## config.mk

```make
export PLATFORM = sky130hd
export DESIGN_NAME = text_line_formatter_core
export DESIGN_NICKNAME = d
export VERILOG_FILES = /design/src/rtl/core/tlf_pkg.sv /design/src/rtl/core/text_line_formatter_core.sv
export SDC_FILE = /design/constraint.sdc
export NUM_CORES = 1
export LEC_CHECK = 0
export ABC_AREA = 1
export BUFFER_PORTS_ARGS = -buffer_cell sky130_fd_sc_hd__buf_4
export CAP_MARGIN = 0
export CELL_PAD_IN_SITES_DETAIL_PLACEMENT = 0
export CELL_PAD_IN_SITES_GLOBAL_PLACEMENT = 1
export CORE_MARGIN = 8
export CORE_UTILIZATION = 44
export CTS_BUF_LIST = sky130_fd_sc_hd__clkbuf_16
export CTS_CLUSTER_DIAMETER = 30
export DETAILED_ROUTE_END_ITERATION = 7
export PLACE_DENSITY_LB_ADDON = 0.2
export SYNTH_ARGS = -nofsm -noshare
export SYNTH_HDL_FRONTEND = slang
export SYNTH_SLANG_ARGS = --single-unit
```

## constraint.sdc

```tcl
create_clock -name clk -period 5.53 [get_ports clk]
set_input_delay 0.553 -clock clk [delete_from_list [all_inputs] [get_ports clk]]
set_output_delay 0.553 -clock clk [all_outputs]
set_load 0.02 [all_outputs]
```

## src/rtl/core/tlf_pkg.sv

```systemverilog
package tlf_pkg;

  // Result word kinds
  typedef enum logic [1:0] {
    KIND_CHAR = 2'd0,
    KIND_LINE = 2'd1,
    KIND_PAGE = 2'd2,
    KIND_END  = 2'd3
  } kind_t;

  // Register indexes on the config port (byte address / 4)
  localparam logic [1:0] REG_LINE_WIDTH = 2'd0;
  localparam logic [1:0] REG_TAB_SPACING = 2'd1;
  localparam logic [1:0] REG_HIGH_PRINT = 2'd2;

  // Reset values
  localparam logic [7:0] LINE_WIDTH_RST = 8'd80;
  localparam logic [4:0] TAB_SPACING_RST = 5'd8;

  // Clamp limits
  localparam logic [7:0] LINE_WIDTH_MIN = 8'd4;
  localparam logic [4:0] TAB_SPACING_MAX = 5'd16;

  // Character codes
  localparam logic [7:0] CH_NUL   = 8'h00;
  localparam logic [7:0] CH_TAB   = 8'h09;
  localparam logic [7:0] CH_LF    = 8'h0A;
  localparam logic [7:0] CH_FF    = 8'h0C;
  localparam logic [7:0] CH_CR    = 8'h0D;
  localparam logic [7:0] CH_SPACE = 8'h20;
  localparam logic [7:0] CH_QMARK = 8'h3F;
  localparam logic [7:0] CH_AT    = 8'h40;
  localparam logic [7:0] CH_CARET = 8'h5E;
  localparam logic [7:0] CH_TILDE = 8'h7E;
  localparam logic [7:0] CH_DEL   = 8'h7F;
  localparam logic [7:0] CH_HIGH  = 8'h80;
  localparam logic [7:0] CH_FFH   = 8'hFF;

  // Pending word list depth: full-line prefix (3) + main action (3)
  localparam int TOK_DEPTH = 6;

  typedef struct packed {
    logic [7:0] ch;
    kind_t      kind;
  } token_t;

  // Sequencer states, one-hot
  typedef enum logic [3:0] {
    ST_IDLE = 4'b0001,
    ST_DIV  = 4'b0010,
    ST_LOAD = 4'b0100,
    ST_EMIT = 4'b1000
  } state_t;

  function automatic token_t mk_char(input logic [7:0] c);
    token_t t;
    t.ch   = c;
    t.kind = KIND_CHAR;
    return t;
  endfunction

  function automatic token_t mk_ctrl(input kind_t k);
    token_t t;
    t.ch   = CH_NUL;
    t.kind = k;
    return t;
  endfunction

endpackage

```

## src/rtl/core/text_line_formatter_core.sv

```systemverilog
// Sequence per byte: IDLE, then DIV for a tab (8 remainder steps), then LOAD and EMIT.
// A new byte is taken only in IDLE, after every result word of the last one has left;
//   the pace is set by the one-word output register and the shared bit-serial remainder unit.
// A newline/return swallowed after a formfeed gives no words.
// Reset (rst, synchronous, high): column 0, formfeed flag clear, output empty,
//   line_width 80, tab_spacing 8, high_bytes_printable 0.
module text_line_formatter_core import tlf_pkg::*; (
  input  logic        clk,
  input  logic        rst,
  // config port
  input  logic        psel,
  input  logic        penable,
  input  logic        pwrite,
  input  logic [3:0]  paddr,
  input  logic [31:0] pwdata,
  output logic [31:0] prdata,
  output logic        pready,
  // byte input
  input  logic        in_valid,
  output logic        in_stall,
  input  logic [7:0]  in_byte,
  // result words
  output logic        out_valid,
  input  logic        out_stall,
  output logic [7:0]  out_char,
  output logic [1:0]  out_kind,
  output logic        last_of_run
);

  // ---------------------------------------------------------------------------
  // Config registers
  // ---------------------------------------------------------------------------
  logic [7:0] line_width;
  logic [4:0] tab_spacing;
  logic       high_bytes_printable;
  logic       cfg_wr;

  assign pready = 1'b1;
  assign cfg_wr = psel && penable && pwrite && pready;

  always_ff @(posedge clk) begin
    if (rst) begin
      line_width           <= LINE_WIDTH_RST;
      tab_spacing          <= TAB_SPACING_RST;
      high_bytes_printable <= 1'b0;
    end else if (cfg_wr) begin
      case (paddr[3:2])
        REG_LINE_WIDTH:  line_width           <= pwdata[7:0];
        REG_TAB_SPACING: tab_spacing          <= pwdata[4:0];
        REG_HIGH_PRINT:  high_bytes_printable <= pwdata[0];
        default: ;
      endcase
    end
  end

  always_comb begin
    case (paddr[3:2])
      REG_LINE_WIDTH:  prdata = {24'd0, line_width};
      REG_TAB_SPACING: prdata = {27'd0, tab_spacing};
      REG_HIGH_PRINT:  prdata = {31'd0, high_bytes_printable};
      default:         prdata = 32'd0;
    endcase
  end

  // Effective settings: width at least 4, spacing in 1..16
  logic [7:0] w_eff;
  logic [4:0] sp_eff;
  assign w_eff  = (line_width < LINE_WIDTH_MIN) ? LINE_WIDTH_MIN : line_width;
  assign sp_eff = (tab_spacing == 5'd0) ? 5'd1 :
                  (tab_spacing > TAB_SPACING_MAX) ? TAB_SPACING_MAX : tab_spacing;

  // ---------------------------------------------------------------------------
  // Sequencer state
  // ---------------------------------------------------------------------------
  state_t     state;
  logic [7:0] column;
  logic       skip_ff;     // drop a newline/return right after a formfeed
  logic [7:0] cur_byte;
  logic       wrapped;     // full-line prefix pending for this byte
  logic [4:0] rem;         // column mod spacing, built one bit a step
  logic [2:0] div_cnt;
  token_t     tok [TOK_DEPTH];
  logic [2:0] tok_cnt;
  logic [4:0] spc_cnt;     // trailing tab spaces

  logic in_acc, cur_nl, in_nl;
  assign in_stall = (state != ST_IDLE);
  assign in_acc   = in_valid && !in_stall;
  assign in_nl    = (in_byte == CH_LF) || (in_byte == CH_CR);
  assign cur_nl   = (cur_byte == CH_LF) || (cur_byte == CH_CR);

  // Shared remainder step: restoring, one dividend bit per cycle
  logic [5:0] trial;
  logic [4:0] rem_step;
  assign trial    = {rem, column[div_cnt]};
  assign rem_step = (trial >= {1'b0, sp_eff}) ? 5'(trial - {1'b0, sp_eff}) : trial[4:0];

  // ---------------------------------------------------------------------------
  // Word list build for the current byte (used in ST_LOAD)
  // ---------------------------------------------------------------------------
  token_t     m [3];
  logic [1:0] m_cnt;
  logic [7:0] col_new;
  logic       skip_set;
  logic [4:0] spc_new;
  logic [8:0] c9, w9, target9;
  logic [7:0] caret_ch;
  logic       printable;
  token_t     load_tok [TOK_DEPTH];
  logic [2:0] load_cnt;

  assign c9       = {1'b0, column};
  assign w9       = {1'b0, w_eff};
  assign target9  = c9 + {4'd0, sp_eff} - {4'd0, rem};
  assign caret_ch = (cur_byte == CH_DEL) ? CH_QMARK : 8'({1'b0, cur_byte[6:0]} + CH_AT);
  assign printable = (cur_byte >= CH_SPACE && cur_byte <= CH_TILDE) ||
                     (high_bytes_printable && cur_byte >= CH_HIGH && cur_byte != CH_FFH);

  always_comb begin
    m[0]     = mk_ctrl(KIND_LINE);
    m[1]     = mk_ctrl(KIND_LINE);
    m[2]     = mk_ctrl(KIND_LINE);
    m_cnt    = 2'd0;
    col_new  = 8'd0;
    skip_set = 1'b0;
    spc_new  = 5'd0;
    if (wrapped && cur_nl) begin
      // swallowed by the full-line break
      m_cnt = 2'd0;
    end else if (cur_nl) begin
      m[0]  = mk_char(CH_CR);
      m[1]  = mk_char(CH_LF);
      m_cnt = 2'd3;
    end else if (cur_byte == CH_FF) begin
      m[0]     = mk_ctrl(KIND_PAGE);
      m_cnt    = 2'd1;
      skip_set = 1'b1;
    end else if (cur_byte == CH_NUL) begin
      m[0]  = mk_ctrl(KIND_END);
      m_cnt = 2'd1;
    end else if (cur_byte == CH_TAB) begin
      if (target9 >= w9) begin
        // stop at or past the line end: break instead
        if (high_bytes_printable) begin
          m_cnt = 2'd1;
        end else begin
          m[0]  = mk_char(CH_CR);
          m[1]  = mk_char(CH_LF);
          m_cnt = 2'd3;
        end
      end else begin
        spc_new = sp_eff - rem;
        col_new = target9[7:0];
      end
    end else if (printable) begin
      m[0]    = mk_char(cur_byte);
      m_cnt   = 2'd1;
      col_new = 8'(c9 + 9'd1);
    end else if (c9 + 9'd2 > w9) begin
      // caret pair does not fit: line end first
      m[1]    = mk_char(CH_CARET);
      m[2]    = mk_char(caret_ch);
      m_cnt   = 2'd3;
      col_new = 8'd2;
    end else begin
      m[0]    = mk_char(CH_CARET);
      m[1]    = mk_char(caret_ch);
      m_cnt   = 2'd2;
      col_new = 8'(c9 + 9'd2);
    end

    if (wrapped) begin
      load_tok[0] = mk_char(CH_LF);
      load_tok[1] = mk_char(CH_CR);
      load_tok[2] = mk_ctrl(KIND_LINE);
      load_tok[3] = m[0];
      load_tok[4] = m[1];
      load_tok[5] = m[2];
      load_cnt    = 3'd3 + {1'b0, m_cnt};
    end else begin
      load_tok[0] = m[0];
      load_tok[1] = m[1];
      load_tok[2] = m[2];
      load_tok[3] = m[2];
      load_tok[4] = m[2];
      load_tok[5] = m[2];
      load_cnt    = {1'b0, m_cnt};
    end
  end

  // ---------------------------------------------------------------------------
  // Output pop: one word per cycle whenever the output register is free
  // ---------------------------------------------------------------------------
  logic out_free, pop, pop_last;
  assign out_free = !out_valid || !out_stall;
  assign pop      = (state == ST_EMIT) && out_free;
  assign pop_last = (tok_cnt != 3'd0) ? (tok_cnt == 3'd1 && spc_cnt == 5'd0)
                                      : (spc_cnt == 5'd1);

  always_ff @(posedge clk) begin
    if (rst) begin
      state     <= ST_IDLE;
      column    <= 8'd0;
      skip_ff   <= 1'b0;
      tok_cnt   <= 3'd0;
      spc_cnt   <= 5'd0;
      out_valid <= 1'b0;
    end else begin
      // word taken and no new one behind it
      if (out_valid && !out_stall && !pop) out_valid <= 1'b0;

      case (state)
        ST_IDLE: begin
          if (in_acc) begin
            cur_byte <= in_byte;
            skip_ff  <= 1'b0;
            rem      <= 5'd0;
            div_cnt  <= 3'd7;
            if (skip_ff && in_nl) begin
              state <= ST_IDLE;          // dropped after formfeed, no words
            end else begin
              wrapped <= (column >= w_eff);
              if (column >= w_eff) column <= 8'd0;
              state <= (in_byte == CH_TAB) ? ST_DIV : ST_LOAD;
            end
          end
        end
        ST_DIV: begin
          rem     <= rem_step;
          div_cnt <= div_cnt - 3'd1;
          if (div_cnt == 3'd0) state <= ST_LOAD;
        end
        ST_LOAD: begin
          for (int i = 0; i < TOK_DEPTH; i++) tok[i] <= load_tok[i];
          tok_cnt <= load_cnt;
          spc_cnt <= spc_new;
          column  <= col_new;
          if (skip_set) skip_ff <= 1'b1;
          state <= ((load_cnt == 3'd0) && (spc_new == 5'd0)) ? ST_IDLE : ST_EMIT;
        end
        ST_EMIT: begin
          if (pop) begin
            out_valid   <= 1'b1;
            last_of_run <= pop_last;
            if (tok_cnt != 3'd0) begin
              out_char <= (tok[0].kind == KIND_CHAR) ? tok[0].ch : CH_NUL;
              out_kind <= tok[0].kind;
              for (int i = 0; i < TOK_DEPTH - 1; i++) tok[i] <= tok[i + 1];
              tok_cnt <= tok_cnt - 3'd1;
            end else begin
              out_char <= CH_SPACE;
              out_kind <= KIND_CHAR;
              spc_cnt  <= spc_cnt - 5'd1;
            end
            if (pop_last) state <= ST_IDLE;
          end
        end
        default: state <= ST_IDLE;
      endcase
    end
  end

`ifndef SYNTHESIS
  // The remainder stays below the spacing through every step
  a_rem_range: assert property (@(posedge clk) disable iff (rst)
    (state == ST_DIV) |-> (rem < sp_eff))
    else $error("remainder out of range");

  // The emit phase always has at least one word left
  a_emit_nonempty: assert property (@(posedge clk) disable iff (rst)
    (state == ST_EMIT) |-> ((tok_cnt != 3'd0) || (spc_cnt != 5'd0)))
    else $error("emit state with nothing pending");

  // Non-character words carry a zero byte
  a_ctrl_zero: assert property (@(posedge clk) disable iff (rst)
    (out_valid && out_kind != KIND_CHAR) |-> (out_char == CH_NUL))
    else $error("control word with nonzero char");

  // A fresh word is loaded only when the previous one left or the register was empty
  a_no_overwrite: assert property (@(posedge clk) disable iff (rst)
    (out_valid && out_stall) |=> $stable(last_of_run) && $stable(out_kind))
    else $error("stalled word overwritten");
`endif

endmodule
```

== Word-level counts from Yosys, hierarchy flattened ==
Memories as Yosys holds them, arrays and structs flattened.
Index checks and enable logic that the tools add are counted.
Word-level totals
  register bits: 64
  bits in writable memories: 60
  input bits: 51
  output and inout port bits: 46
  logic and storage cells: 214
  memories: 1
Cells by class
  add/sub/neg operators: 11
  order comparisons: 10
  equal/unequal tests: 27
  muxes and demuxes: 95
  bitwise gates (word level): 7
  reductions and logical operators: 46
Memory list
  tok: words 6, width 10, rd ports 6, clocked after memory_dff 0, write ports 6, line text_line_formatter_core.sv:82  | token_t tok [TOK_DEPTH];
Operators with widths (count)
  10-bit two-way mux: 12
  8-bit two-way mux: 13
  20-bit two-way mux: 5
  5-bit two-way mux: 12
  60-bit two-way mux: 1
  8-bit by 4-bit == test with 1-bit output, second input constant: 7
  16-bit two-way mux: 2
  30-bit two-way mux: 1
  8-bit one-hot mux with 3 select lines: 1
  4-bit two-way mux: 5
  5-bit one-hot mux with 2 select lines: 2
  1-bit two-way mux: 19
  3-bit two-way mux: 6
  3-bit AND reduction: 6
  2-bit two-way mux: 8
  2-bit != test, second input constant: 8
  4-bit one-hot mux with 4 select lines: 1
  8-bit one-hot mux with 2 select lines: 1
  5-bit logical NOT: 3
  1-bit logical AND: 13
  3-bit one-hot mux with 2 select lines: 2
  4-bit AND reduction: 3
  5-bit subtractor: 2
  8-bit by 2-bit adder with 9-bit output, second input constant: 1
  other kinds (43): 62

== Logic depth before layout (Yosys ltp) ==
Gate-level depths: netlist (run 1).
  word-level depth: 18
  depth in mapped cells: 36
  mapped depth without buffers: 36

== Least setup slack after synthesis (run 1) ==
OpenSTA, ideal clock, no wires.
  kind: reg2reg
  start point: register state[3]
  end point: memory tok[0][0] in the netlist's numbering (enable)
  setup time: 0.524 ns
  arrival: 4.141 ns
  required time: 5.006 ns
  path slack: 0.865 ns
  cell stages (with the launch flop): 4
  buffers on the path: 0
  clock period less this slack: 4.665 ns
  cells stage by stage: dfxtp_1 inv_1 nand3_1 o21ai_0
RTL lines
  start: declaration: line text_line_formatter_core.sv:75  | state_t state;
  start signal: assignment: line text_line_formatter_core.sv:224  | state <= (in_byte == CH_TAB) ? ST_DIV : ST_LOAD;
  start signal: assignment: line text_line_formatter_core.sv:239  | state <= ((load_cnt == 3'd0) && (spc_new == 5'd0)) ? ST_IDLE : ST_EMIT;
  end: declaration: line text_line_formatter_core.sv:82

== Worst setup path in the final report (run 1) ==
  start point: register tab_spacing[1]
  end point: register state[0]
On the way
  longest elaborated chain between the ends: 18
  elaborated cells on any way between the ends: 27
  those cells by class: add/sub: 4; order compare: 2; mux: 17; reduce/logical: 4
RTL lines
  start: declaration: line text_line_formatter_core.sv:34  | logic [4:0] tab_spacing;
  start signal: assignment: line text_line_formatter_core.sv:49  | REG_TAB_SPACING: tab_spacing <= pwdata[4:0];
  5-bit > comparator: line text_line_formatter_core.sv:70  | (tab_spacing > TAB_SPACING_MAX) ? TAB_SPACING_MAX : tab_spacing;
  5-bit two-way mux: line text_line_formatter_core.sv:70
  5-bit two-way mux (*): line text_line_formatter_core.sv:69  | assign sp_eff = (tab_spacing == 5'd0) ? 5'd1 :
  8-bit by 5-bit adder with 9-bit output: line text_line_formatter_core.sv:114  | assign target9 = c9 + {4'd0, sp_eff} - {4'd0, rem};
  9-bit by 5-bit subtractor with 9-bit output: line text_line_formatter_core.sv:114
  9-bit by 8-bit >= comparator with 1-bit output: line text_line_formatter_core.sv:142  | if (target9 >= w9) begin
  2-bit two-way mux: line text_line_formatter_core.sv:142
  2-bit two-way mux: line text_line_formatter_core.sv:141  | end else if (cur_byte == CH_TAB) begin
  (+2 left out)
  2-bit two-way mux: line text_line_formatter_core.sv:130  | end else if (cur_nl) begin
  2-bit two-way mux: line text_line_formatter_core.sv:127  | if (wrapped && cur_nl) begin
  2-bit by 2-bit adder with 3-bit output: line text_line_formatter_core.sv:179  | load_cnt = 3'd3 + {1'b0, m_cnt};
  3-bit two-way mux: line text_line_formatter_core.sv:172  | if (wrapped) begin
  3-bit logical NOT: line text_line_formatter_core.sv:239
  1-bit logical AND (*): line text_line_formatter_core.sv:239
  4-bit two-way mux (*): line text_line_formatter_core.sv:239
  4-bit one-hot mux with 4 select lines (*): line text_line_formatter_core.sv:212  | case (state)
Mark *: on every way between the ends. The rest lies on a longest branch, timed or not.
A chain may end at the register's enable or synchronous reset.

==> results of run 1 <==
## synth_stat cells, types with 5 or more instances
library cell / count
nand4_1: 6
nand2_1: 207
clkbuf_1: 10
buf_2: 5
nor2_4: 6
ha_1: 56
nand2_2: 9
o21ai_0: 52
inv_2: 6
nor3_1: 8
xor2_1: 15
dfxtp_1: 36
buf_4: 29
xnor2_1: 8
a21oi_1: 68
edfxtp_1: 86
o211ai_1: 23
inv_1: 149
fa_1: 7
nor2_1: 93
nand3_1: 48
## how the worst max path moves through the flow
stage | from | end | slack [ns] | cells after the start
5_1_grt | tab_spacing[0]$_SDFFE_PP0P_ | state[0]$_SDFFE_PP1P_ | 0.05 | 35
6_report | tab_spacing[1]$_SDFFE_PP0P_ | state[0]$_SDFFE_PP1P_ | 0.62 | 36
4_1_cts | tab_spacing[1]$_SDFFE_PP0P_ | state[0]$_SDFFE_PP1P_ | 0.43 | 36
3_5_place_dp | tab_spacing[1]$_SDFFE_PP0P_ | state[0]$_SDFFE_PP1P_ | 0.46 | 36
2_1_floorplan | state[3]$_SDFFE_PP0P_ | tok[0][0]$_DFFE_PP_ | 0.86 | 3
3_3_place_gp | tab_spacing[1]$_SDFFE_PP0P_ | state[0]$_SDFFE_PP1P_ | 0.48 | 36
## sequential cells by signal, summed over array words and instances, names as in the netlist, 2 cells and up
register and flops:
line_width 8, tab_spacing 5, column 8, rem 5, div_cnt 3, tok 58, out_kind 2, tok_cnt 3
state 4, out_char 8, spc_cnt 5, cur_byte 8
## per-layer routing
| metal | GRT usage (%) | vias up | part of all wire, % |
|---|---|---|---|
| met3 | 3.406 | 27 | 4.1 |
| met2 | 32.41 | 134 | 49 |
| li1 | - | 3322 | - |
| met5 | 0 | - | 0 |
| met1 | 23.25 | 3065 | 45 |
| met4 | 6.086 | 0 | 1.6 |
## cell type report
cell class | count | area [um2] | area share (%)
clock buffers | 17 | 425.4 | 4.690
inverters | 156 | 585.6 | 6.455
multi-input cells | 684 | 3948 | 43.52
flip-flops and latches | 122 | 3303 | 36.41
clock inverters | 15 | 117.6 | 1.297
well taps | 229 | 286.5 | 3.159
repair buffers | 54 | 405.4 | 4.469
## stage by stage
stage,setup slack [ns],std cells,util (%)
3_3_place_gp,0.4794,1245,47.57
3_5_place_dp,0.4589,1245,47.57
5_1_grt,0.04719,1277,50.67
2_1_floorplan,0.8649,1007,-
6_report,0.6210,1277,50.67
4_1_cts,0.4258,1277,50.60
## worst max-delay path: cells and delay by family, from the launching register on
kind | cells | cell delay [ns]
buf+inv | 5 | 0.36
fa+ha+maj | 4 | 1.26
simple gates | 24 | 2.32
flops | 1 | 0.35
compound gates | 3 | 0.50
## power breakdown
group	internal (uW)	switching [uW]	total (uW)
Clock	580	451	1030
Combinational	153	314	467
Sequential	1020	27.7	1050
## logic make-up (layout without fill, tap and decap cells)
logic type / count (synthesis) / count (layout) / share of synthesized area [%]
other: 2 / 25 / 0.09362
and+or+nand+nor: 399 / 399 / 21.81
xor gates and xnor gates: 23 / 23 / 2.511
DFF: 122 / 122 / 41.18
AOI/OAI and AO/OA: 174 / 174 / 12.95
buffers and inverters: 201 / 242 / 10.98
adders and majority gates: 63 / 63 / 10.48
==> results.sh, run 1 <==
export IMPL_die_width_um=151.0
export IMPL_worstSetupEndpointType="flip-flop"
export IMPL_post_route_period_util_pct=88.77
export IMPL_final_common_cell="nand2_1"
export IMPL_clock_skew_ns=0.009852
export IMPL_drive_gt1_share_pct=12.31
export IMPL_synth_cell_type_count=52
export IMPL_yosysSeqAreaShare_pct=41.18
export IMPL_grt_usage_pct=18.77
export IMPL_min_path_cells=1
export IMPL_ys_ff_latch=122
export IMPL_r2r_start="tab_spacing[1]$_SDFFE_PP0P_"
export IMPL_worst_slew_pin_slew_ns=0.8868
export IMPL_htreeDepth=4
export IMPL_cts_sinks=122
export IMPL_rsz0062_at_grt="no"
export IMPL_synthTopCellsByArea="edfxtp_1 (32%), nand2_1 (9.7%), dfxtp_1 (9.0%), ha_1 (8.7%), inv_1 (7.0%)"
export IMPL_worst_path_max_fanout=6
export IMPL_ir_worst_vdd_mv=0.2261
export IMPL_arrival_ns=5.22
export IMPL_cp_slowest_cell="fa_1"
export IMPL_design_area_um2=9071
export IMPL_grt_start_max_net_pins=40
export IMPL_crit_top_cell="nand2_1"
export IMPL_finalSetupTns_ns=0
export IMPL_placed_area_um2=8516
export IMPL_p_total_uw=2547
export IMPL_antenna_found_initial=0
export IMPL_worst_path_largest_cell_delay_ns=0.49
export IMPL_io_buffer_count=45
export IMPL_cts_buffers=17
export IMPL_max_cap_violations=0
export IMPL_synthDominantCellAreaShare_pct=32.19
export IMPL_r2r_cells=36
export IMPL_final_cell_mix="nand2_1 (207), inv_1 (150), nor2_1 (92), edfxtp_1 (86), a21oi_1 (67)"
export IMPL_hold_start="in_byte[6]"
export IMPL_dp_hpwl_um=15820
export IMPL_p_per_area_nw_per_um2=280.8
export IMPL_syn2layout_area_growth_pct=13.09
export IMPL_gp_congestion=0.8464
export IMPL_first_global_vias=6344
export IMPL_start_util_pct=44.81
export IMPL_p_leak_uw=0.004118
export IMPL_avgSynthCellArea_um2=8.152
export IMPL_dr_pass1_iters=5
export IMPL_cts_buffer_depth=2
export IMPL_via_per_inst=5.128
export IMPL_synthArstFlopShare_pct=0
export IMPL_finalCriticalPeriod_ns=4.909
export IMPL_ctsResizeCount=0
export IMPL_die_area_um2=22810
export IMPL_yosys_warnings=0
export IMPL_nFillCells=1809
export IMPL_required_ns=5.84
export IMPL_start_kind="flip-flop"
export IMPL_yosysTopAreaCell="edfxtp_1"
export IMPL_clk_latency_ns=0.42
export IMPL_pin_count=97
export IMPL_ctsHoldBuffers=0
export IMPL_reg2reg_slack_ns=0.62
export IMPL_fmax_ghz=0.2037
export IMPL_clkSlewWorstSetupHoldPaths_ns=0.06
export IMPL_path_class="reg -> reg"
export IMPL_drc=0
export IMPL_design_core_area_um2=17900
export IMPL_wl_per_cell_um=16.22
export IMPL_root_buffer="clkbuf_16"
export IMPL_holdCritPathClass="in -> reg"
export IMPL_slew_headroom_pct=40.66
export IMPL_finalHoldViolations=0
export IMPL_layout_nets=1149
export IMPL_diodes=0
export IMPL_setup_viol=0
export IMPL_status="finished, final reports clean"
export IMPL_drt_wl_total_um=20710
export IMPL_holdPathEnd="cur_byte[6]$_DFFE_PP_"
export IMPL_hold_ws_ns=0.3197
export IMPL_rows=49
export IMPL_overflow=0
export IMPL_cts_tree="yes"
export IMPL_cts_setup_buffers=0
export IMPL_finalMaxSlewViolations=0
export IMPL_ant_nets=0
export IMPL_die_y_um=151.0
export IMPL_reg2reg_to="state[0]$_SDFFE_PP1P_"
export IMPL_ys_flop_type="edfxtp_1"
export IMPL_synthCells=984
export IMPL_vias=6548
export IMPL_drt_iter0_drc=371
export IMPL_synth_edf_count=86
export IMPL_synth_cell_area_um2=8021
export IMPL_grt_pass1_wl_um=33300
Power figures use the tool's default switching activity.
==> run 2: changes to the inputs <==
CAP_MARGIN = default   (was 0)
CTS_CLUSTER_SIZE = 16   (was default)
clock period = 4.94 ns   (was 5.53 ns; I/O delays follow)
==> results.sh, run 2 (synthesis gave the netlist of run 1 again) <==
export IMPL_layout_setup_ws_ns=0.3508
export IMPL_worst_path_largest_cell_delay_ns=0.47
export IMPL_placed_area_um2=8553
export IMPL_first_global_vias=6217
export IMPL_grt_usage_pct=18.69
export IMPL_swShare_pct=29.53
export IMPL_reg2reg_to="state[0]$_SDFFE_PP1P_"
export IMPL_cp_slowest_cell="fa_1"
export IMPL_finalHoldViolations=0
export IMPL_layout_nets=1157
export IMPL_root_buffer="clkbuf_16"
export IMPL_path_class="reg -> reg"
export IMPL_clkSlewWorstSetupHoldPaths_ns=0.06
export IMPL_final_common_cell="nand2_1"
export IMPL_start_util_pct=44.81
export IMPL_wl_per_cell_um=16.16
export IMPL_stdcell_count=1285
export IMPL_seqPwrFrac_pct=38.8
export IMPL_crit_top_cell="nand2_1"
export IMPL_max_cap_violations=0
export IMPL_r2r_start="tab_spacing[3]$_SDFFE_PP1P_"
export IMPL_cts_tree="yes"
export IMPL_via_per_inst=5.132
export IMPL_vias=6594
export IMPL_p_leak_uw=0.004206
export IMPL_ir_worst_vdd_mv=0.2641
export IMPL_dp_slack_ns=0.1130
export IMPL_p_total_uw=3027
export IMPL_slew_headroom_pct=39.42
export IMPL_min_path_cells=1
export IMPL_diodes=0
export IMPL_cts_buffer_depth=2
export IMPL_design_core_area_um2=17900
export IMPL_syn2layout_area_growth_pct=15.32
export IMPL_worst_path_max_fanout=3
export IMPL_crit_family="simple AND/OR/NAND/NOR gates"
export IMPL_power_frac_comb_pct=17.9
export IMPL_reg2reg_slack_ns=0.35
export IMPL_critPathBufInv=5
export IMPL_drc=0
export IMPL_final_cell_mix="nand2_1 (205), inv_1 (149), nor2_1 (92), edfxtp_1 (86), a21oi_1 (64)"
export IMPL_fmax_ghz=0.2179
export IMPL_finalMaxSlewViolations=0
export IMPL_clk_latency_ns=0.43
export IMPL_design_area_um2=9250
export IMPL_regMostFlops="tok"
export IMPL_finalCriticalPeriod_ns=4.589
export IMPL_r2r_cells=35
export IMPL_worst_slew_pin_slew_ns=0.9054
export IMPL_dp_hpwl_um=15780
export IMPL_worstSetupEndpointType="flip-flop"
export IMPL_ant_nets=0
export IMPL_rows=49
export IMPL_largest_reg_flops=58
export IMPL_p_per_area_nw_per_um2=327.2
export IMPL_start_kind="flip-flop"
export IMPL_dp_cells=1250
export IMPL_htreeDepth=4
export IMPL_arrival_ns=4.91
export IMPL_pin_count=97
export IMPL_io_buffer_count=45
export IMPL_switchingPower_uw=893.8
export IMPL_p_int_uw=2133
export IMPL_status="finished, final reports clean"
export IMPL_grt_start_max_net_pins=50
export IMPL_holdPathEnd="cur_byte[6]$_DFFE_PP_"
export IMPL_clock_skew_ns=0.007906
export IMPL_die_area_um2=22810
export IMPL_dr_pass1_iters=6
export IMPL_drt_wl_total_um=20770
export IMPL_post_route_period_util_pct=92.90
export IMPL_drt_iter0_drc=432
export IMPL_overflow=0
export IMPL_nFillCells=1782
export IMPL_cts_buffers=17
export IMPL_clkPwrFrac_pct=43.3
export IMPL_setup_viol=0
export IMPL_required_ns=5.26
export IMPL_holdCritPathClass="in -> reg"
export IMPL_grt_pass1_wl_um=32940
export IMPL_drive_gt1_share_pct=13.92
export IMPL_antenna_found_initial=0
export IMPL_cts_sinks=122
export IMPL_gp_congestion=0.8818
export IMPL_die_width_um=151.0
export IMPL_hold_start="in_byte[6]"
export IMPL_die_y_um=151.0
## run 2: cell count changes in the layout (fill, tap and decap cells not counted), sizes merged
cell      change
bufinv        +3
inv           -1
clkinv        +1
clkinvlp      -3
buf           +8
## run 2: timing repair
item / 4_1_cts / 5_1_grt
buffers inserted: 0 / 3
gates resized for setup: 0 / 14
setup endpoints to repair: 0 / 10
hold buffers: 0 / 0
## run 2: worst max-delay path by stage
| stage | start | to | slack (ns) | depth (start not counted) |
|---|---|---|---|---|
| 5_1_grt | tab_spacing[3]$_SDFFE_PP1P_ | state[0]$_SDFFE_PP1P_ | -0.06 | 35 |
| 3_5_place_dp | tab_spacing[0]$_SDFFE_PP0P_ | state[0]$_SDFFE_PP1P_ | 0.11 | 35 |
| 4_1_cts | tab_spacing[0]$_SDFFE_PP0P_ | state[0]$_SDFFE_PP1P_ | 0.09 | 35 |
| 2_1_floorplan | state[3]$_SDFFE_PP0P_ | tok[0][0]$_DFFE_PP_ | 0.27 | 3 |
| 6_report | tab_spacing[3]$_SDFFE_PP1P_ | state[0]$_SDFFE_PP1P_ | 0.35 | 35 |
| 3_3_place_gp | tab_spacing[0]$_SDFFE_PP0P_ | state[0]$_SDFFE_PP1P_ | 0.17 | 35 |
## run 2: through the flow
step	util, %	setup TNS (ns)	hold slack, ns
2_1_floorplan	-	0	0.4393
3_3_place_gp	47.78	0	0.4546
3_5_place_dp	47.78	0	0.4591
4_1_cts	51.23	0	0.2391
5_1_grt	51.67	-0.09736	0.2411
6_report	51.67	0	0.2506
## run 2: power by group through the flow
stage / Sequential [uW] / Clock (uW) / Combinational [uW]
after floorplan: 1190 / 0 / 389
after global placement: 1200 / 0 / 520
after detailed placement: 1200 / 0 / 522
after CTS: 1180 / 1330 / 526
after global routing: 1180 / 1380 / 619
final: 1180 / 1310 / 541
## run 2: final cells by class
cell class	count	area, um2	share of cell area, %
flip-flops and latches	122	3303	35.71
clock buffers	17	425.4	4.599
inverters	156	585.6	6.330
well taps	229	286.5	3.098
clock inverters	15	192.7	2.083
multi-input cells	684	3991	43.15
repair buffers	62	465.4	5.032
## run 2: routing by layer
layer  part of all wire (%)  global-route usage [%]  up-vias
li1                       -                       -     3346
met1                     44                   22.89     3063
met2                     49                   32.19      152
met3                    4.8                   3.287       33
met4                    2.1                   7.125        0
met5                      0                       0        -
==> run 3: changes to the inputs <==
CORE_MARGIN = default   (was 8)
clock period = 4.9 ns   (was 4.94 ns; I/O delays follow)
==> results.sh, run 3 (synthesis gave the netlist of run 1 again) <==
export IMPL_worst_path_largest_cell_delay_ns=0.48
export IMPL_status="finished, final reports clean"
export IMPL_cp_slowest_cell="fa_1"
export IMPL_clk_latency_ns=0.42
export IMPL_worstSetupEndpointType="flip-flop"
export IMPL_crit_end="state[0]$_SDFFE_PP1P_"
export IMPL_post_route_period_util_pct=94.15
export IMPL_cts_buffers=17
export IMPL_crit_top_cell="nand2_1"
export IMPL_finalCriticalPeriod_ns=4.614
export IMPL_syn2layout_area_growth_pct=14.79
export IMPL_p_total_uw=2914
export IMPL_finalHoldViolations=0
export IMPL_worst_path_max_fanout=3
export IMPL_holdCritPathClass="in -> reg"
export IMPL_ir_worst_vdd_mv=0.2526
export IMPL_stdcell_count=1288
export IMPL_grt_usage_pct=23.07
export IMPL_dp_hpwl_um=15420
export IMPL_clock_skew_ns=0.007525
export IMPL_dp_cells=1254
export IMPL_path_class="reg -> reg"
export IMPL_drt_iter0_drc=441
export IMPL_max_cap_violations=0
export IMPL_p_per_area_nw_per_um2=316.5
export IMPL_ant_nets=0
export IMPL_final_common_cell="nand2_1"
export IMPL_worst_slew_pin_slew_ns=0.9405
export IMPL_layout_setup_ws_ns=0.2864
export IMPL_root_buffer="clkbuf_16"
export IMPL_rows=49
export IMPL_wl_per_cell_um=15.73
export IMPL_r2r_start="tab_spacing[3]$_SDFFE_PP1P_"
export IMPL_drc=0
export IMPL_diodes=0
export IMPL_ctsHoldBuffers=0
export IMPL_via_per_inst=5.071
export IMPL_reg2reg_slack_ns=0.29
export IMPL_reg2reg_to="state[0]$_SDFFE_PP1P_"
export IMPL_final_cell_mix="nand2_1 (202), inv_1 (152), nor2_1 (93), edfxtp_1 (86)"
export IMPL_dp_slack_ns=0.06561
export IMPL_required_ns=5.21
export IMPL_arrival_ns=4.93
export IMPL_startpoint="tab_spacing[3]$_SDFFE_PP1P_"
export IMPL_htreeDepth=4
export IMPL_vias=6532
export IMPL_layout_nets=1160
export IMPL_die_width_um=137.0
export IMPL_r2r_cells=35
export IMPL_design_area_um2=9208
export IMPL_start_util_pct=44.81
export IMPL_die_y_um=137.0
export IMPL_cts_tree="yes"
export IMPL_die_area_um2=18770
export IMPL_cts_buffer_depth=2
export IMPL_pin_count=97
export IMPL_dr_pass1_iters=5
export IMPL_fmax_ghz=0.2168
export IMPL_largest_reg_flops=58
export IMPL_antenna_found_initial=0
export IMPL_drive_gt1_share_pct=13.88
export IMPL_design_core_area_um2=17900
export IMPL_io_buffer_count=45
export IMPL_cts_sinks=122
export IMPL_p_leak_uw=0.004200
export IMPL_drt_wl_total_um=20260
export IMPL_grt_start_max_net_pins=50
export IMPL_gp_congestion=0.8691
export IMPL_slew_headroom_pct=37.07
export IMPL_clkSlewWorstSetupHoldPaths_ns=0.06
export IMPL_grt_pass1_wl_um=32650
export IMPL_overflow=0
export IMPL_finalSetupTns_ns=0
export IMPL_start_kind="flip-flop"
export IMPL_first_global_vias=6255
export IMPL_regMostFlops="tok"
export IMPL_finalMaxSlewViolations=0
export IMPL_setup_viol=0
export IMPL_placed_area_um2=8583
-- run 3: routing by layer --
| layer | track usage (%) | wire (um) | part of all wire [%] |
|---|---|---|---|
| met1 | 28.94 | 9165 | 45 |
| met2 | 40.26 | 10130 | 50 |
| met3 | 3.889 | 643 | 3.2 |
| met4 | 7.021 | 323 | 1.6 |
| met5 | 0 | 0 | 0 |
-- run 3: worst min-delay path by stage --
stage	cells past startpoint	endpoint	start	slack [ns]
final	1	cur_byte[4]$_DFFE_PP_	in_byte[4]	0.26
after global routing	1	cur_byte[5]$_DFFE_PP_	in_byte[5]	0.24
after CTS	1	cur_byte[5]$_DFFE_PP_	in_byte[5]	0.24
after detailed placement	2	tok_cnt[1]$_SDFFE_PP0P_	tok_cnt[1]$_SDFFE_PP0P_	0.46
after global placement	2	skip_ff$_SDFFE_PP0P_	skip_ff$_SDFFE_PP0P_	0.45
after floorplan	2	skip_ff$_SDFFE_PP0P_	skip_ff$_SDFFE_PP0P_	0.44
-- run 3: final cells by class --
cell class / count / area (um2)
repair buffers: 65 / 488.0
clock inverters: 15 / 128.9
well taps: 229 / 286.5
inverters: 156 / 585.6
flip-flops and latches: 122 / 3303
fillers: 1758 / 8695
multi-input cells: 684 / 3990
clock buffers: 17 / 425.4
-- run 3: critical path: cells and delay by family (launching register included) --
family | cells | cell delay [ns]
simple gates | 22 | 2.09
buf+inv | 5 | 0.28
flops | 1 | 0.32
compound gates | 4 | 0.60
fa+ha+maj | 4 | 1.21
-- run 3: what timing repair did --
| item | 4_1_cts | 5_1_grt |
|---|---|---|
| buffers inserted | 0 | 2 |
| endpoints found under the setup margin | 0 | 5 |
| gates resized for setup | 0 | 13 |
-- run 3: through the flow --
step                      util [%]  hold WS (ns)
after global routing         51.43        0.2396
after floorplan                  -        0.4393
final                        51.43        0.2560
after CTS                    51.04        0.2411
after detailed placement     47.95        0.4626
after global placement       47.95        0.4549
-- run 3: power by group --
group / total [uW] / switching, uW / leakage (uW) / internal [uW]
logic: 548 / 362 / 0.00287 / 187
clock network: 1180 / 484 / 0.000270 / 696
registers: 1190 / 32.3 / 0.00106 / 1150
